`src/sv/ccp_pkg.sv`:
```
// Package for the color token parser: payload structs, phase codes, name table.
// No dependencies.
package ccp_pkg;

   typedef struct packed {
      logic [7:0] char_code;
      logic       last;
   } req_type;

   typedef struct packed {
      logic       ok;
      logic [7:0] red;
      logic [7:0] green;
      logic [7:0] blue;
      logic [7:0] alpha;
   } rsp_type;

   typedef enum logic [3:0] {
      PH_WS, PH_HEX, PH_HEX_DONE, PH_NAME, PH_NAME_DONE, PH_RGB_SEP, PH_RGB_NUM,
      PH_RGBA_SEP, PH_RGBA_NUM, PH_A_SEP, PH_A_WHOLE, PH_A_FRAC, PH_OK, PH_FAIL
   } phase_type;

   localparam int TABLE_NAMES = 29;
   localparam int FIXED_ENTRIES = 3;
   localparam int MAX_ENTRIES = FIXED_ENTRIES + TABLE_NAMES;

   typedef struct packed {
      logic [95:0] text;   // up to 12 characters, first character in the top byte
      logic [3:0]  len;
      logic [7:0]  r, g, b, a;
   } entry_type;

   function automatic entry_type entry(input int i);
      entry_type e;
      case (i)
         0:  e = '{"rgba(", 4'd5, 8'd0, 8'd0, 8'd0, 8'd0};
         1:  e = '{"rgb(", 4'd4, 8'd0, 8'd0, 8'd0, 8'd0};
         2:  e = '{"transparent", 4'd11, 8'd0, 8'd0, 8'd0, 8'd0};
         3:  e = '{"black", 4'd5, 8'd0, 8'd0, 8'd0, 8'd255};
         4:  e = '{"white", 4'd5, 8'd255, 8'd255, 8'd255, 8'd255};
         5:  e = '{"red", 4'd3, 8'd255, 8'd0, 8'd0, 8'd255};
         6:  e = '{"green", 4'd5, 8'd0, 8'd128, 8'd0, 8'd255};
         7:  e = '{"lime", 4'd4, 8'd0, 8'd255, 8'd0, 8'd255};
         8:  e = '{"blue", 4'd4, 8'd0, 8'd0, 8'd255, 8'd255};
         9:  e = '{"yellow", 4'd6, 8'd255, 8'd255, 8'd0, 8'd255};
         10: e = '{"cyan", 4'd4, 8'd0, 8'd255, 8'd255, 8'd255};
         11: e = '{"aqua", 4'd4, 8'd0, 8'd255, 8'd255, 8'd255};
         12: e = '{"magenta", 4'd7, 8'd255, 8'd0, 8'd255, 8'd255};
         13: e = '{"fuchsia", 4'd7, 8'd255, 8'd0, 8'd255, 8'd255};
         14: e = '{"gray", 4'd4, 8'd128, 8'd128, 8'd128, 8'd255};
         15: e = '{"grey", 4'd4, 8'd128, 8'd128, 8'd128, 8'd255};
         16: e = '{"silver", 4'd6, 8'd192, 8'd192, 8'd192, 8'd255};
         17: e = '{"maroon", 4'd6, 8'd128, 8'd0, 8'd0, 8'd255};
         18: e = '{"olive", 4'd5, 8'd128, 8'd128, 8'd0, 8'd255};
         19: e = '{"navy", 4'd4, 8'd0, 8'd0, 8'd128, 8'd255};
         20: e = '{"teal", 4'd4, 8'd0, 8'd128, 8'd128, 8'd255};
         21: e = '{"purple", 4'd6, 8'd128, 8'd0, 8'd128, 8'd255};
         22: e = '{"orange", 4'd6, 8'd255, 8'd165, 8'd0, 8'd255};
         23: e = '{"pink", 4'd4, 8'd255, 8'd192, 8'd203, 8'd255};
         24: e = '{"brown", 4'd5, 8'd165, 8'd42, 8'd42, 8'd255};
         25: e = '{"gold", 4'd4, 8'd255, 8'd215, 8'd0, 8'd255};
         26: e = '{"darkgray", 4'd8, 8'd169, 8'd169, 8'd169, 8'd255};
         27: e = '{"darkgrey", 4'd8, 8'd169, 8'd169, 8'd169, 8'd255};
         28: e = '{"lightgray", 4'd9, 8'd211, 8'd211, 8'd211, 8'd255};
         29: e = '{"lightgrey", 4'd9, 8'd211, 8'd211, 8'd211, 8'd255};
         30: e = '{"dodgerblue", 4'd10, 8'd30, 8'd144, 8'd255, 8'd255};
         31: e = '{"steelblue", 4'd9, 8'd70, 8'd130, 8'd180, 8'd255};
         default: e = '0;
      endcase
      // left-align text so character 0 sits in the top byte
      e.text = e.text << (8 * (12 - int'(e.len)));
      return e;
   endfunction

   function automatic logic [7:0] entry_char(input int i, input logic [3:0] pos);
      entry_type e;
      logic [95:0] t;
      e = entry(i);
      t = e.text << (8 * int'(pos));
      return t[95:88];
   endfunction

endpackage

```
`src/sv/ccp_name_match.sv`:
```
// Name matcher: narrows the live candidate set by one character.
// Depends on ccp_pkg for the literal table.
module ccp_name_match #(
   parameter int ENTRY_LIMIT = 32
) (
   input  logic [7:0]             lower_char,
   input  logic [3:0]             char_pos,
   input  logic [ENTRY_LIMIT-1:0] live_in,
   output logic [ENTRY_LIMIT-1:0] live_out
);

   // Drop every literal whose character at this place differs
   always_comb begin
      ccp_pkg::entry_type ent;
      ent = '0;
      for (int i = 0; i < ENTRY_LIMIT; i++) begin
         ent = ccp_pkg::entry(i);
         live_out[i] = live_in[i] && (char_pos < ent.len)
                       && (lower_char == ccp_pkg::entry_char(i, char_pos));
      end
   end

endmodule

```
`src/sv/css_color_token_parser.sv`:
```
// Top level of the streaming color token parser.
// Depends on ccp_pkg and ccp_name_match.
//
//  channel | dir | payload  | handshake
//  req     | in  | req_type | req_valid / req_stall
//  rsp     | out | rsp_type | rsp_valid / rsp_stall
//
// One character per cycle unless req is stalled; a result appears the cycle after
// its last character. The parse state updates in one combinational pass between
// the character and the parser registers; the result register sits behind it.
// Synchronous reset clears the parser state and the result valid.
// A stall on rsp holds the result; req is stalled only while a result waits.
module css_color_token_parser #(
   parameter int NAME_COUNT = 29
) (
   input  logic             clock,
   input  logic             reset,
   input  logic             req_valid,
   output logic             req_stall,
   input  ccp_pkg::req_type req_data,
   output logic             rsp_valid,
   input  logic             rsp_stall,
   output ccp_pkg::rsp_type rsp_data
);

   localparam int NAMES_USED = (NAME_COUNT < ccp_pkg::TABLE_NAMES) ? NAME_COUNT
                                                                   : ccp_pkg::TABLE_NAMES;
   localparam int ENTRY_LIMIT = ccp_pkg::FIXED_ENTRIES + NAMES_USED;

   ccp_pkg::phase_type     phase_ff, phase_in;
   logic [3:0]             pos_ff, pos_in;
   logic [ENTRY_LIMIT-1:0] cand_ff, cand_in, cand_match;
   logic [2:0]             hcnt_ff, hcnt_in;
   logic [23:0]            hex_ff, hex_in;
   logic [8:0]             ch_ff [3];
   logic [8:0]             ch_in [3];
   logic [1:0]             comp_ff, comp_in;
   logic                   awn_ff, awn_in;
   logic [9:0]             ath_ff, ath_in;
   logic [1:0]             fcnt_ff, fcnt_in;
   logic                   rsp_valid_ff;
   ccp_pkg::rsp_type       rsp_ff, rsp_in;

   logic [7:0] c, lc;
   logic       accept, is_space, is_sep, is_digit;
   logic [3:0] dig;
   logic [4:0] nib;
   logic       name_step;
   logic [12:0] mul;
   logic [9:0]  a1000;
   logic [36:0] aprod;

   assign accept    = req_valid && !req_stall;
   assign req_stall = rsp_valid_ff && rsp_stall;
   assign rsp_valid = rsp_valid_ff;
   assign rsp_data  = rsp_ff;

   assign c        = req_data.char_code;
   assign lc       = (c >= "A" && c <= "Z") ? c + 8'd32 : c;
   assign is_space = c == 8'd32 || c == 8'd9 || c == 8'd10 || c == 8'd13 || c == 8'd12;
   assign is_sep   = is_space || c == ",";
   assign is_digit = c >= "0" && c <= "9";
   assign dig      = 4'(c - "0");

   // Hex nibble value, 16 when not a hex digit
   always_comb begin
      if (is_digit) nib = {1'b0, dig};
      else if (lc >= "a" && lc <= "f") nib = 5'(lc - "a" + 8'd10);
      else nib = 5'd16;
   end

   ccp_name_match #(.ENTRY_LIMIT(ENTRY_LIMIT)) u_match (
      .lower_char(lc),
      .char_pos  (pos_ff),
      .live_in   (cand_ff),
      .live_out  (cand_match)
   );

   // Advance the parse state by one character; last or a zero byte closes the token
   always_comb begin
      logic [1:0] k;
      logic       ended;
      logic [7:0] r, g, b, a;
      logic       ok;
      ccp_pkg::entry_type ent;
      k = comp_ff;
      ent = '0;
      phase_in = phase_ff; pos_in = pos_ff; cand_in = cand_ff;
      hcnt_in = hcnt_ff; hex_in = hex_ff; ch_in = ch_ff; comp_in = comp_ff;
      awn_in = awn_ff; ath_in = ath_ff; fcnt_in = fcnt_ff;
      name_step = 1'b0;
      mul = '0;
      ended = (c == 8'd0) || req_data.last;
      if (c != 8'd0) begin
         case (phase_ff)
            ccp_pkg::PH_WS: begin
               if (!is_space) begin
                  if (c == "#") phase_in = ccp_pkg::PH_HEX;
                  else begin
                     phase_in = ccp_pkg::PH_NAME;
                     name_step = 1'b1;
                  end
               end
            end
            ccp_pkg::PH_HEX: begin
               if (nib[4]) phase_in = ccp_pkg::PH_HEX_DONE;
               else begin
                  if (hcnt_ff < 3'd6) hex_in = {hex_ff[19:0], nib[3:0]};
                  if (hcnt_ff < 3'd7) hcnt_in = hcnt_ff + 3'd1;
               end
            end
            ccp_pkg::PH_NAME: name_step = 1'b1;
            ccp_pkg::PH_RGB_SEP, ccp_pkg::PH_RGBA_SEP: begin
               if (!is_sep) begin
                  if (is_digit && k < 2'd3) begin
                     ch_in[k] = {5'd0, dig};
                     phase_in = (phase_ff == ccp_pkg::PH_RGB_SEP) ? ccp_pkg::PH_RGB_NUM
                                                                  : ccp_pkg::PH_RGBA_NUM;
                  end else phase_in = ccp_pkg::PH_FAIL;
               end
            end
            ccp_pkg::PH_RGB_NUM, ccp_pkg::PH_RGBA_NUM: begin
               if (k > 2'd2) phase_in = ccp_pkg::PH_FAIL;
               else if (is_digit) begin
                  mul = 13'(ch_ff[k]) * 13'd10 + 13'(dig);
                  ch_in[k] = (mul > 13'd256) ? 9'd256 : mul[8:0];
               end else if (k < 2'd2) begin
                  comp_in = k + 2'd1;
                  phase_in = (phase_ff == ccp_pkg::PH_RGB_NUM) ? ccp_pkg::PH_RGB_SEP
                                                               : ccp_pkg::PH_RGBA_SEP;
                  if (!is_sep) phase_in = ccp_pkg::PH_FAIL;
               end else if (phase_ff == ccp_pkg::PH_RGB_NUM) begin
                  awn_in = 1'b1;
                  phase_in = ccp_pkg::PH_OK;
               end else begin
                  comp_in = 2'd3;
                  phase_in = ccp_pkg::PH_A_SEP;
                  if (!is_sep) begin
                     if (is_digit) begin
                        phase_in = ccp_pkg::PH_A_WHOLE;
                        if (c != "0") awn_in = 1'b1;
                     end else if (c == ".") phase_in = ccp_pkg::PH_A_FRAC;
                     else phase_in = ccp_pkg::PH_FAIL;
                  end
               end
            end
            ccp_pkg::PH_A_SEP: begin
               if (!is_sep) begin
                  if (is_digit) begin
                     phase_in = ccp_pkg::PH_A_WHOLE;
                     if (c != "0") awn_in = 1'b1;
                  end else if (c == ".") phase_in = ccp_pkg::PH_A_FRAC;
                  else phase_in = ccp_pkg::PH_FAIL;
               end
            end
            ccp_pkg::PH_A_WHOLE: begin
               if (is_digit) begin
                  if (c != "0") awn_in = 1'b1;
               end else if (c == ".") phase_in = ccp_pkg::PH_A_FRAC;
               else phase_in = ccp_pkg::PH_OK;
            end
            ccp_pkg::PH_A_FRAC: begin
               if (is_digit) begin
                  if (fcnt_ff < 2'd3) begin
                     case (fcnt_ff)
                        2'd0:    ath_in = ath_ff + 10'(dig) * 10'd100;
                        2'd1:    ath_in = ath_ff + 10'(dig) * 10'd10;
                        default: ath_in = ath_ff + 10'(dig);
                     endcase
                     fcnt_in = fcnt_ff + 2'd1;
                  end
               end else phase_in = ccp_pkg::PH_OK;
            end
            default: ;
         endcase
      end
      // Name step: narrow candidates and pick the function forms
      if (name_step) begin
         cand_in = cand_match;
         if (cand_match[0] && pos_ff == 4'd4) phase_in = ccp_pkg::PH_RGBA_SEP;
         else if (cand_match[1] && pos_ff == 4'd3) phase_in = ccp_pkg::PH_RGB_SEP;
         else if (cand_match == '0) phase_in = ccp_pkg::PH_FAIL;
         if (pos_ff < 4'd15) pos_in = pos_ff + 4'd1;
      end
      // End of token closes the open phase
      if (ended) begin
         case (phase_in)
            ccp_pkg::PH_HEX:  phase_in = ccp_pkg::PH_HEX_DONE;
            ccp_pkg::PH_NAME: phase_in = ccp_pkg::PH_NAME_DONE;
            ccp_pkg::PH_RGB_NUM: begin
               if (comp_in == 2'd2) begin
                  awn_in = 1'b1;
                  phase_in = ccp_pkg::PH_OK;
               end else phase_in = ccp_pkg::PH_FAIL;
            end
            ccp_pkg::PH_A_WHOLE, ccp_pkg::PH_A_FRAC: phase_in = ccp_pkg::PH_OK;
            ccp_pkg::PH_HEX_DONE, ccp_pkg::PH_NAME_DONE, ccp_pkg::PH_OK,
            ccp_pkg::PH_FAIL: ;
            default: phase_in = ccp_pkg::PH_FAIL;
         endcase
      end
      // Build the result
      ok = 1'b0; r = '0; g = '0; b = '0; a = '0;
      a1000 = awn_in ? 10'd1000 : ath_in;
      // Round thousandths to 0..255: scale by 255, add half, divide by 1000 through
      // a reciprocal multiply (2^28 / 1000, rounded up) folded into the constants
      aprod = 37'(a1000) * 37'd68451180 + 37'd134218000;
      case (phase_in)
         ccp_pkg::PH_HEX_DONE: begin
            if (hcnt_in == 3'd3) begin
               ok = 1'b1; a = 8'd255;
               r = {hex_in[11:8], hex_in[11:8]};
               g = {hex_in[7:4], hex_in[7:4]};
               b = {hex_in[3:0], hex_in[3:0]};
            end else if (hcnt_in == 3'd6) begin
               ok = 1'b1; a = 8'd255;
               r = hex_in[23:16]; g = hex_in[15:8]; b = hex_in[7:0];
            end
         end
         ccp_pkg::PH_NAME_DONE: begin
            for (int i = ENTRY_LIMIT - 1; i >= 2; i--) begin
               ent = ccp_pkg::entry(i);
               if (cand_in[i] && ent.len == pos_in) begin
                  ok = 1'b1;
                  r = ent.r; g = ent.g;
                  b = ent.b; a = ent.a;
               end
            end
         end
         ccp_pkg::PH_OK: begin
            ok = 1'b1;
            r = ch_in[0][8] ? 8'd255 : ch_in[0][7:0];
            g = ch_in[1][8] ? 8'd255 : ch_in[1][7:0];
            b = ch_in[2][8] ? 8'd255 : ch_in[2][7:0];
            a = aprod[35:28];
         end
         default: ;
      endcase
      rsp_in = '{ok, r, g, b, a};
   end

   // Hold or advance the parse state; clear it after each result
   always_ff @(posedge clock) begin
      if (reset || (accept && req_data.last)) begin
         phase_ff <= ccp_pkg::PH_WS;
         pos_ff   <= '0;
         cand_ff  <= '1;
         hcnt_ff  <= '0;
         hex_ff   <= '0;
         ch_ff    <= '{default: '0};
         comp_ff  <= '0;
         awn_ff   <= 1'b0;
         ath_ff   <= '0;
         fcnt_ff  <= '0;
      end else if (accept) begin
         phase_ff <= phase_in;
         pos_ff   <= pos_in;
         cand_ff  <= cand_in;
         hcnt_ff  <= hcnt_in;
         hex_ff   <= hex_in;
         ch_ff    <= ch_in;
         comp_ff  <= comp_in;
         awn_ff   <= awn_in;
         ath_ff   <= ath_in;
         fcnt_ff  <= fcnt_in;
      end
   end

   // Result register: load on last, drop when taken
   always_ff @(posedge clock) begin
      if (reset) rsp_valid_ff <= 1'b0;
      else if (accept && req_data.last) rsp_valid_ff <= 1'b1;
      else if (!rsp_stall) rsp_valid_ff <= 1'b0;
      if (accept && req_data.last) rsp_ff <= rsp_in;
   end

endmodule

```
`config.mk`:
```
export PLATFORM = sky130hd
export DESIGN_NAME = css_color_token_parser
export DESIGN_NICKNAME = d
export VERILOG_FILES = /design/src/sv/ccp_pkg.sv /design/src/sv/ccp_name_match.sv /design/src/sv/css_color_token_parser.sv
export SDC_FILE = /design/constraint.sdc
export NUM_CORES = 1
export LEC_CHECK = 0
export ABC_AREA = 1
export ABC_CLOCK_PERIOD_IN_PS = 11400
export BUFFER_PORTS_ARGS = -buffer_cell sky130_fd_sc_hd__buf_2
export CAP_MARGIN = 20
export CELL_PAD_IN_SITES_DETAIL_PLACEMENT = 1
export CELL_PAD_IN_SITES_GLOBAL_PLACEMENT = 1
export CORE_MARGIN = 2
export CORE_UTILIZATION = 30
export DETAILED_ROUTE_END_ITERATION = 10
export PLACE_DENSITY_LB_ADDON = 0.2
export SYNTH_ARGS = -nofsm -noshare
export SYNTH_HDL_FRONTEND = slang
export SYNTH_HIERARCHICAL = 1
export SYNTH_SLANG_ARGS = --single-unit
```
`constraint.sdc`:
```
create_clock -name clock -period 11.4 [get_ports clock]
set_input_delay 1.14 -clock clock [delete_from_list [all_inputs] [get_ports clock]]
set_output_delay 1.14 -clock clock [all_outputs]
set_load 0.02 [all_outputs]
```
==> impl_summary.log, run 1 <==
INFO  metric outcome = finished, final reports clean
INFO  metric routedWlPerCell = 20.18 um
INFO  metric antenna_found_initial = 0
INFO  metric detail_route.first_pass.iterations = 5
INFO  metric floorplan.die.width = 261.1 um
INFO  metric worstPathMaxFanout = 5
INFO  metric path_delay_family = simple AND/OR/NAND/NOR gates
INFO  metric first_iter_violations = 1282
INFO  metric arrival = 10780 ps
INFO  metric critPathMostFrequentCell = sky130_fd_sc_hd__nand2_1
INFO  metric clock_tree_from_tritoncts = done
INFO  metric hold_end = cand_ff[0]
INFO  metric finClkSkew = 11.98 ps
INFO  metric n_antenna_cell = 0
INFO  metric worst-slew-pin-transition = 1059 ps
INFO  metric timing.critical_path.slowest_stage_cell = sky130_fd_sc_hd__fa_1
INFO  metric dieArea = 68190 um2
INFO  metric fill_cells = 8586
INFO  metric placedInstanceArea = 20940 um2
INFO  metric leakagePower = 11.45 nW
INFO  metric cts.path.max_buffers = 2
INFO  metric ant_nets = 0
INFO  metric power.density_cell_area = 122.8 nW/um2
INFO  metric critPathBufInv = 10
INFO  metric synth-seq-area-share = 0.1610
INFO  metric synthesized_net_count = 3479
INFO  metric dieHeight = 261.1 um
INFO  metric worst_path_largest_cell_delay = 580 ps
INFO  metric ys_ff_latch = 143
INFO  metric cts_sinks = 143
INFO  metric first_global_vias = 22.59k
INFO  metric sequential_cell_area = 3193 um2
INFO  metric finalSetupTns = 0 ps
INFO  metric final_min_period_over_clock_period = 0.9239
INFO  metric portBuffers = 47
INFO  metric global_route.overflow_total = 0
INFO  metric hp-start = cand_ff[0]
INFO  metric top_level_ports = 48
INFO  metric slew_violations = 0
INFO  metric pin_count_of_the_biggest_net_entering_global_routing = 77
INFO  metric yosys_warning_total = 6
INFO  metric clk_pin_slew_worst_paths = 70 ps
INFO  metric worst-r2r-setup-slack = 1430 ps
INFO  metric yosys-top-cells-count = 892 x sky130_fd_sc_hd__nand2_1, 467 x sky130_fd_sc_hd__inv_1, 278 x sky130_fd_sc_hd__nor2_1
INFO  metric critPathLaunchType = input pin
INFO  metric wl = 83130 um
INFO  metric critPathRequiredTime = 11640 ps
INFO  metric synth_top_area_frac = 0.1688
INFO  metric worst_r2r_startpoint = pos_ff[2]
INFO  metric cts_hold_repair.buffers = 0
INFO  metric synth_top_cell_by_area = sky130_fd_sc_hd__nand2_1
INFO  metric ctsHtreeMaxLevel = 4
INFO  metric final_layout_size_suffix_gt1_frac = 0.07957
INFO  metric routabilityCongestion = 0.9707
INFO  metric ys_dominant_reg_cell = sky130_fd_sc_hd__dfxtp_1
INFO  metric whs_path_depth = 2
INFO  metric syn-mean-instance-area = 6.122 um2
INFO  metric worst_hold_path_type = reg2reg
INFO  metric areaGrowthSynthToFinish = 9.254%
INFO  metric synth_top_cells_by_area = sky130_fd_sc_hd__nand2_1 17%, sky130_fd_sc_hd__dfxtp_1 11%, sky130_fd_sc_hd__ha_1 10%
INFO  metric detailed_place_hpwl = 65860 um
INFO  metric synth-async-reset-ratio = 0
INFO  metric gr-usage-all-layers = 0.2459
INFO  metric vdd_ir_drop_max = 0.1366 mV
INFO  metric dr_total_vias = 21.93k
INFO  metric syn_area = 19830 um2
INFO  metric core_region_area = 65630 um2
INFO  metric relative_slew_margins = 0.2932
INFO  metric max_freq = 94.95 MHz
INFO  metric synth_enable_flop_cells = 33
INFO  metric setup.worst_path.class = in2reg
INFO  metric drt-vias-per-instance = 5.325
INFO  metric clock_latency = 490 ps
INFO  metric yosysMostFrequentCell = sky130_fd_sc_hd__nand2_1
INFO  metric design.final.nets = 3481
INFO  metric route.detailed.drc = 0
INFO  metric final-setup-viol-count = 0
INFO  metric grt_pass1_wl = 131100 um
INFO  metric grt_setup_unrepaired = no
INFO  metric cts_root_buf = sky130_fd_sc_hd__clkbuf_16
INFO  metric setup.worst_path.end_class = register
INFO  metric final_period_minus_worst_setup_slack = 10530 ps
INFO  metric maximum_capacitance_violations = 0
INFO  metric fp-row-count = 94
INFO  metric initial_core_utilization = 0.3022
INFO  metric ff2ff_path_depth = 51
INFO  metric cts-buffers-inserted = 17
INFO  metric final_design_area_no_fill = 21670 um2
INFO  metric multi_input_gate_area = 14300 um2
INFO  metric final_hold_viol_count = 0
INFO  metric synth_cells = 3240
INFO  metric netlist-cell-type-count = 66
INFO  metric rr_endpoint = rsp_data[7]
-- cell families (layout without fill, tap and decap cells) --
logic type | Yosys count | in the layout | synth area share
AND/OR/NAND/NOR | 1626 | 1626 | 0.3576
buffers and inverters | 611 | 626 | 0.1216
AO/OA/AOI/OAI | 566 | 566 | 0.1629
adder cells (fa/ha/maj) | 226 | 226 | 0.1668
flip-flops | 143 | 143 | 0.1610
XOR/XNOR | 65 | 65 | 0.02870
multiplexers | 3 | 3 | 0.001514
-- cell type report --
class                   instances  share of cell area
multi-input cells            2486              0.6597
flip-flops and latches        143              0.1474
inverters                     498             0.08655
well taps                     864             0.04989
repair buffers                 95             0.02806
clock buffers                  17             0.01963
clock inverters                15            0.008603
repair inverters                1           0.0002310
-- worst register-to-register path, delay by kind of cell, from the launching register on --
| kind | cells | cell delay [ps] |
|---|---|---|
| XOR/XNOR | 1 | 180 |
| adder cells (fa/ha/maj) | 8 | 3460 |
| AO/OA/AOI/OAI | 6 | 860 |
| AND/OR/NAND/NOR | 28 | 3360 |
| flip-flops | 1 | 500 |
| buffers and inverters | 8 | 1330 |
-- how the worst max path moves through the flow --
stage	start	endpoint	slack (ps)	cells after the start
after detailed placement	req_data[3]	rsp_data[7]	30	53
after CTS	req_data[3]	rsp_data[6]	530	54
final	req_data[3]	rsp_data[7]	870	57
after floorplan	req_data[4]	rsp_data[7]	1960	59
after global placement	req_data[3]	rsp_data[7]	130	53
after global routing	req_data[3]	rsp_data[7]	20	57
-- state kept, by name, summed over array words and instances (netlist names), 3 cells and up --
| register | count |
|---|---|
| ath_ff | 10 |
| cand_ff | 32 |
| ch_ff | 27 |
| hcnt_ff | 3 |
| hex_ff | 24 |
| phase_ff | 4 |
| pos_ff | 4 |
| rsp_data | 33 |
-- power breakdown --
part | leakage [nW] | switching [W] | internal [W]
Combinational | 9.92 | 0.00102 | 0.000420
Sequential | 1.23 | 0.0000315 | 0.000568
Clock | 0.297 | 0.000303 | 0.000316
Total | 11.4 | 0.00136 | 0.00130
-- layout by cell type, fill, tap and decap left out, drive strengths merged, types with 3 or more instances in the layout --
| master | n |
|---|---|
| a211oi | 7 |
| a21boi | 6 |
| a21o | 5 |
| a21oi | 194 |
| a221oi | 3 |
| a22oi | 7 |
| a31oi | 7 |
| and2 | 3 |
| buf | 95 |
| clkbuf | 17 |
| clkinv | 7 |
| clkinvlp | 3 |
| dfxtp | 110 |
| edfxtp | 33 |
| fa | 64 |
| ha | 162 |
| inv | 503 |
| mux2i | 3 |
| nand2 | 920 |
| nand3 | 265 |
| nand3b | 10 |
| nand4 | 78 |
| nor2 | 301 |
| nor3 | 27 |
| nor4 | 5 |
| o2111ai | 5 |
| o211ai | 68 |
| o21ai | 238 |
| o21bai | 8 |
| o221ai | 4 |
| o31ai | 6 |
| or2 | 12 |
| xnor2 | 15 |
| xor2 | 50 |
-- layer usage --
metal  track usage  vias up  wire length (um)
met5             0        -                 0
met4       0.07702        0              2464
met3       0.03610      127              3524
met2        0.4296      508             40320
met1        0.3105    10760             36810
li1              -    10540                 -
-- repair_timing --
| item | 4_1_cts | 5_1_grt |
|---|---|---|
| resized for setup | 0 | 23 |
| setup buffers | 0 | 6 |
| setup endpoints to repair | 0 | 8 |
| hold endpoints to repair | 0 | 0 |
-- stage by stage --
step	util	instances	hold slack (ps)	setup slack, ps	power [W]
floorplan	-	3240	429.0	1963	0.001607
global placement	0.3189	4079	444.3	131.4	0.002010
detailed placement	0.3190	4080	460.7	29.62	0.002032
CTS	0.3283	4112	479.7	525.1	0.002664
global route	0.3302	4119	518.2	16.14	0.002884
finish	0.3302	4119	479.9	867.7	0.002661
(Power assumes the default switching activity.)
==> run 2, diff against run 1 <==
Settings changed: ABC_AREA 1 to default.
==> run 2 against run 1 <==
Compared with the run above: setup slack got worse by 400 ps; largest cell class unchanged; fmax down 3.7%; highest routed layer is now met5; count of clock-buffer cells in the layout rose by 1; critical endpoint unchanged; combinational power down 29%; sequential share of layout area shrank 0.052 points.
==> impl_summary.log, run 2 <==
INFO  metric worst_path_largest_cell_delay = 810 ps (was 580 ps)
INFO  metric wl = 84390 um (was 83130 um)
INFO  metric worstPathMaxFanout = 9 (was 5)
INFO  metric gr-usage-all-layers = 0.2519 (was 0.2459)
INFO  metric cts.path.max_buffers = 2 (unchanged)
INFO  metric worst-r2r-setup-slack = 720 ps (was 1430 ps)
INFO  metric hold-worst-slack = 462.3 ps (was 479.9 ps)
INFO  metric grt_pass1_wl = 128900 um (was 131100 um)
INFO  metric portBuffers = 47 (unchanged)
INFO  metric final_period_minus_worst_setup_slack = 10930 ps (was 10530 ps)
INFO  metric setup.worst_path.class = in2reg (unchanged)
INFO  metric cts-buffers-inserted = 17 (unchanged)
INFO  metric synthesized_net_count = 2762 (was 3479)
INFO  metric clock_tree_from_tritoncts = done (unchanged)
INFO  metric syn-mean-instance-area = 7.590 um2 (was 6.122 um2)
INFO  metric synth-seq-area-share = 0.1667 (was 0.1610)
INFO  metric ys_dominant_reg_cell = sky130_fd_sc_hd__dfxtp_1 (unchanged)
INFO  metric pin_count_of_the_biggest_net_entering_global_routing = 71 (was 77)
INFO  metric synthXorXnorAreaFrac = 0.06083 (was 0.02870)
INFO  metric synth_top_area_frac = 0.1150 (was 0.1688)
INFO  metric synth_top_cell_by_area = sky130_fd_sc_hd__dfxtp_1 (was sky130_fd_sc_hd__nand2_1)
INFO  metric cts_sinks = 143 (unchanged)
INFO  metric whs_path_depth = 2 (unchanged)
INFO  metric hp-start = hex_ff[20] (was cand_ff[0])
INFO  metric rr_endpoint = rsp_data[7] (unchanged)
INFO  metric synth_enable_flop_cells = 33 (unchanged)
INFO  metric dp_cells = 3423 (was 4080)
INFO  metric design.final.nets = 2837 (was 3481)
INFO  metric ys_ff_latch = 143 (unchanged)
INFO  metric first_iter_violations = 1485 (was 1282)
INFO  metric cts_hold_repair.buffers = 0 (unchanged)
INFO  metric worst_hold_path_type = reg2reg (unchanged)
INFO  metric drt-vias-per-instance = 5.903 (was 5.325)
INFO  metric final_cell_count_no_fill = 3459 (was 4119)
INFO  metric relative_slew_margins = 0.2838 (was 0.2932)
INFO  metric commonest_non_fill_non_tap_cell_in_the_layout = sky130_fd_sc_hd__nand2_1 (unchanged)
INFO  metric ctsHtreeMaxLevel = 4 (unchanged)
INFO  metric largest_register_ffs = 33 (unchanged)
INFO  metric dieArea = 65870 um2 (was 68190 um2)
INFO  metric syn_area = 19150 um2 (was 19830 um2)
INFO  metric synth_top_cells_by_area = sky130_fd_sc_hd__dfxtp_1 11%, sky130_fd_sc_hd__ha_1 11%, sky130_fd_sc_hd__fa_1 6.7% (was sky130_fd_sc_hd__nand2_1 17%, sky130_fd_sc_hd__dfxtp_1 11%, sky130_fd_sc_hd__ha_1 10%)
INFO  metric outcome = finished, final reports clean (unchanged)
INFO  metric core_region_area = 63080 um2 (was 65630 um2)
INFO  metric post-route-util = 0.3450 (was 0.3302)
INFO  metric routedWlPerCell = 24.40 um (was 20.18 um)
INFO  metric synth_top_family_by_area = compound AO/OA/AOI/OAI gates (was simple AND/OR/NAND/NOR gates)
INFO  metric dieHeight = 256.7 um (was 261.1 um)
INFO  metric leakagePower = 9.069 nW (was 11.45 nW)
INFO  metric synth-async-reset-ratio = 0 (unchanged)
INFO  metric route.detailed.drc = 0 (unchanged)
INFO  metric vdd_ir_drop_max = 0.06717 mV (was 0.1366 mV)
INFO  metric arrival = 11150 ps (was 10780 ps)
INFO  metric antenna_found_initial = 5 (was 0)
INFO  metric routabilityCongestion = 0.9486 (was 0.9707)
INFO  metric detail_route.first_pass.iterations = 7 (was 5)
INFO  metric first_global_vias = 20.84k (was 22.59k)
INFO  metric yosys.area_share.adder = 0.1728 (was 0.1668)
INFO  metric power.density_cell_area = 100.4 nW/um2 (was 122.8 nW/um2)
INFO  metric final_min_period_over_clock_period = 0.9589 (was 0.9239)
INFO  metric fp-row-count = 92 (was 94)
INFO  metric synth.area.mux_share = 0.02947 (was 0.001514)
INFO  metric dr_total_vias = 20.42k (was 21.93k)
INFO  metric final-setup-viol-count = 0 (unchanged)
INFO  metric timing.critical_path.slowest_stage_cell = sky130_fd_sc_hd__nor4_1 (was sky130_fd_sc_hd__fa_1)
INFO  metric cts_root_buf = sky130_fd_sc_hd__clkbuf_16 (unchanged)
INFO  metric yosys-top-cells-count = 325 x sky130_fd_sc_hd__nand2_1, 195 x sky130_fd_sc_hd__nor2_1, 169 x sky130_fd_sc_hd__a21oi_1 (was 892 x sky130_fd_sc_hd__nand2_1, 467 x sky130_fd_sc_hd__inv_1, 278 x sky130_fd_sc_hd__nor2_1)
INFO  metric critPathRequiredTime = 11620 ps (was 11640 ps)
INFO  metric final_hold_viol_count = 0 (unchanged)
INFO  metric yosysMostFrequentCell = sky130_fd_sc_hd__nand2_1 (unchanged)
INFO  metric yosys_warning_total = 6 (unchanged)
INFO  metric slew_violations = 0 (unchanged)
INFO  metric totalPowerFinal = 0.002184 W (was 0.002661 W)
INFO  metric clock_latency = 490 ps (about the same)
INFO  metric synth_cells = 2523 (was 3240)
INFO  metric synth_simple_gate_area_frac = 0.2388 (was 0.3576)
INFO  metric detailed_place_hpwl = 65780 um (was 65860 um)
INFO  metric synth-compound-area-share = 0.2670 (was 0.1629)
INFO  metric critPathLaunchType = input pin (unchanged)
INFO  metric top_level_ports = 48 (unchanged)
INFO  metric finClkSkew = 12.11 ps (was 11.98 ps)
INFO  metric initial_core_utilization = 0.3036 (was 0.3022)
INFO  metric grt_setup_unrepaired = no (unchanged)
INFO  metric areaGrowthSynthToFinish = 13.65% (was 9.254%)
INFO  metric crit_path_setup_slack_layout = 468.0 ps (was 867.7 ps)
INFO  metric ff2ff_path_depth = 40 (was 51)
INFO  metric netlist-cell-type-count = 121 (was 66)
INFO  metric floorplan.die.width = 256.7 um (was 261.1 um)
INFO  metric global_route.overflow_total = 0 (unchanged)
INFO  metric maximum_capacitance_violations = 0 (unchanged)
INFO  metric worst-slew-pin-transition = 1071 ps (was 1059 ps)
INFO  metric dp_slack = -203.6 ps (was 29.62 ps)
INFO  metric ant_nets = 0 (unchanged)
INFO  metric worst_r2r_startpoint = pos_ff[1] (was pos_ff[2])
INFO  metric most-common-layout-cells = 324 x sky130_fd_sc_hd__nand2_1, 190 x sky130_fd_sc_hd__nor2_1, 168 x sky130_fd_sc_hd__a21oi_1, 160 x sky130_fd_sc_hd__ha_1 (was 887 x sky130_fd_sc_hd__nand2_1, 463 x sky130_fd_sc_hd__inv_1, 270 x sky130_fd_sc_hd__nor2_1, 258 x sky130_fd_sc_hd__nand3_1, 211 x sky130_fd_sc_hd__o21ai_0)
INFO  metric setup.worst_path.end_class = register (unchanged)
INFO  metric hold_end = hex_ff[20] (was cand_ff[0])
INFO  metric max_freq = 91.47 MHz (was 94.95 MHz)
INFO  metric final_layout_size_suffix_gt1_frac = 0.1344 (was 0.07957)
INFO  metric clk_pin_slew_worst_paths = 70 ps (about the same)
## run 2: changes by cell type after synthesis, sizes merged, moves of 37 or more
| cell | previous run | this run |
|---|---|---|
| inv | 495 | 150 |
| nand4 | 78 | 23 |
| nand3 | 265 | 102 |
| o211ai | 68 | 21 |
| nor2 | 301 | 200 |
| o21ai | 238 | 163 |
| nand2 | 920 | 327 |
| nand2b | 0 | 37 |
| xnor2 | 15 | 82 |
| mux2i | 3 | 44 |
## run 2: kinds of logic (layout without fill, tap and decap cells)
kind of cell               Yosys count  count (layout)
and+or+nand+nor                    939             939
AOI/OAI and AO/OA                  735             735
buffers and inverters              292             380
adders and majority gates          226             226
DFF                                143             143
xor gates and xnor gates           133             133
muxes                               55              55
other                                0               2
## run 2: report_power, final
group	total, W	switching [W]	internal (W)
sequential	0.000574	0.0000308	0.000543
combinational	0.00102	0.000665	0.000354
clock	0.000591	0.000271	0.000321
## run 2: worst max path at each step
stage,from,endpoint,slack (ps)
floorplan,req_data[1],rsp_data[7],570
global placement,req_data[3],rsp_data[7],40
detailed placement,req_data[2],rsp_data[7],-200
CTS,req_data[3],rsp_data[7],280
global route,req_data[3],rsp_data[7],10
finish,req_data[1],rsp_data[7],470
## run 2: worst max-delay path, delay by kind of cell
kind / cells / cell delay [ps]
adder cells (fa/ha/maj): 8 / 3360
AND/OR/NAND/NOR: 12 / 2800
AO/OA/AOI/OAI: 13 / 2610
buffers and inverters: 8 / 1000
XOR/XNOR: 1 / 200
## run 2: per-layer routing
metal	global-route usage	wire, um	up-vias
met3	0.04409	4950	168
li1	-	-	9345
met1	0.3241	36740	10250
met4	0.1053	3376	6
met2	0.4146	39300	656
met5	0	36	-
## run 2: cell type report
cell class,count,area [um2]
clock buffers,18,450.4
flip-flops and latches,143,3196
inverters,150,563.0
repair buffers,198,1398
diodes,2,5.005
multi-input cells,2088,14950
well taps,846,1059
fillers,7768,41320
clock inverters,14,142.6
## run 2: repair_timing
item / in CTS / in global routing
setup endpoints to repair: 0 / 7
hold endpoints to repair: 0 / 0
setup buffers: 0 / 1
gates resized for setup: 0 / 39
## run 2: per-stage QoR
stage | area (um2) | TNS, ps
3_5_place_dp | 20930 | -634.2
4_1_cts | 21530 | 0
3_3_place_gp | 20930 | 0
5_1_grt | 21760 | 0
2_1_floorplan | 19150 | 0
6_report | 21760 | 0
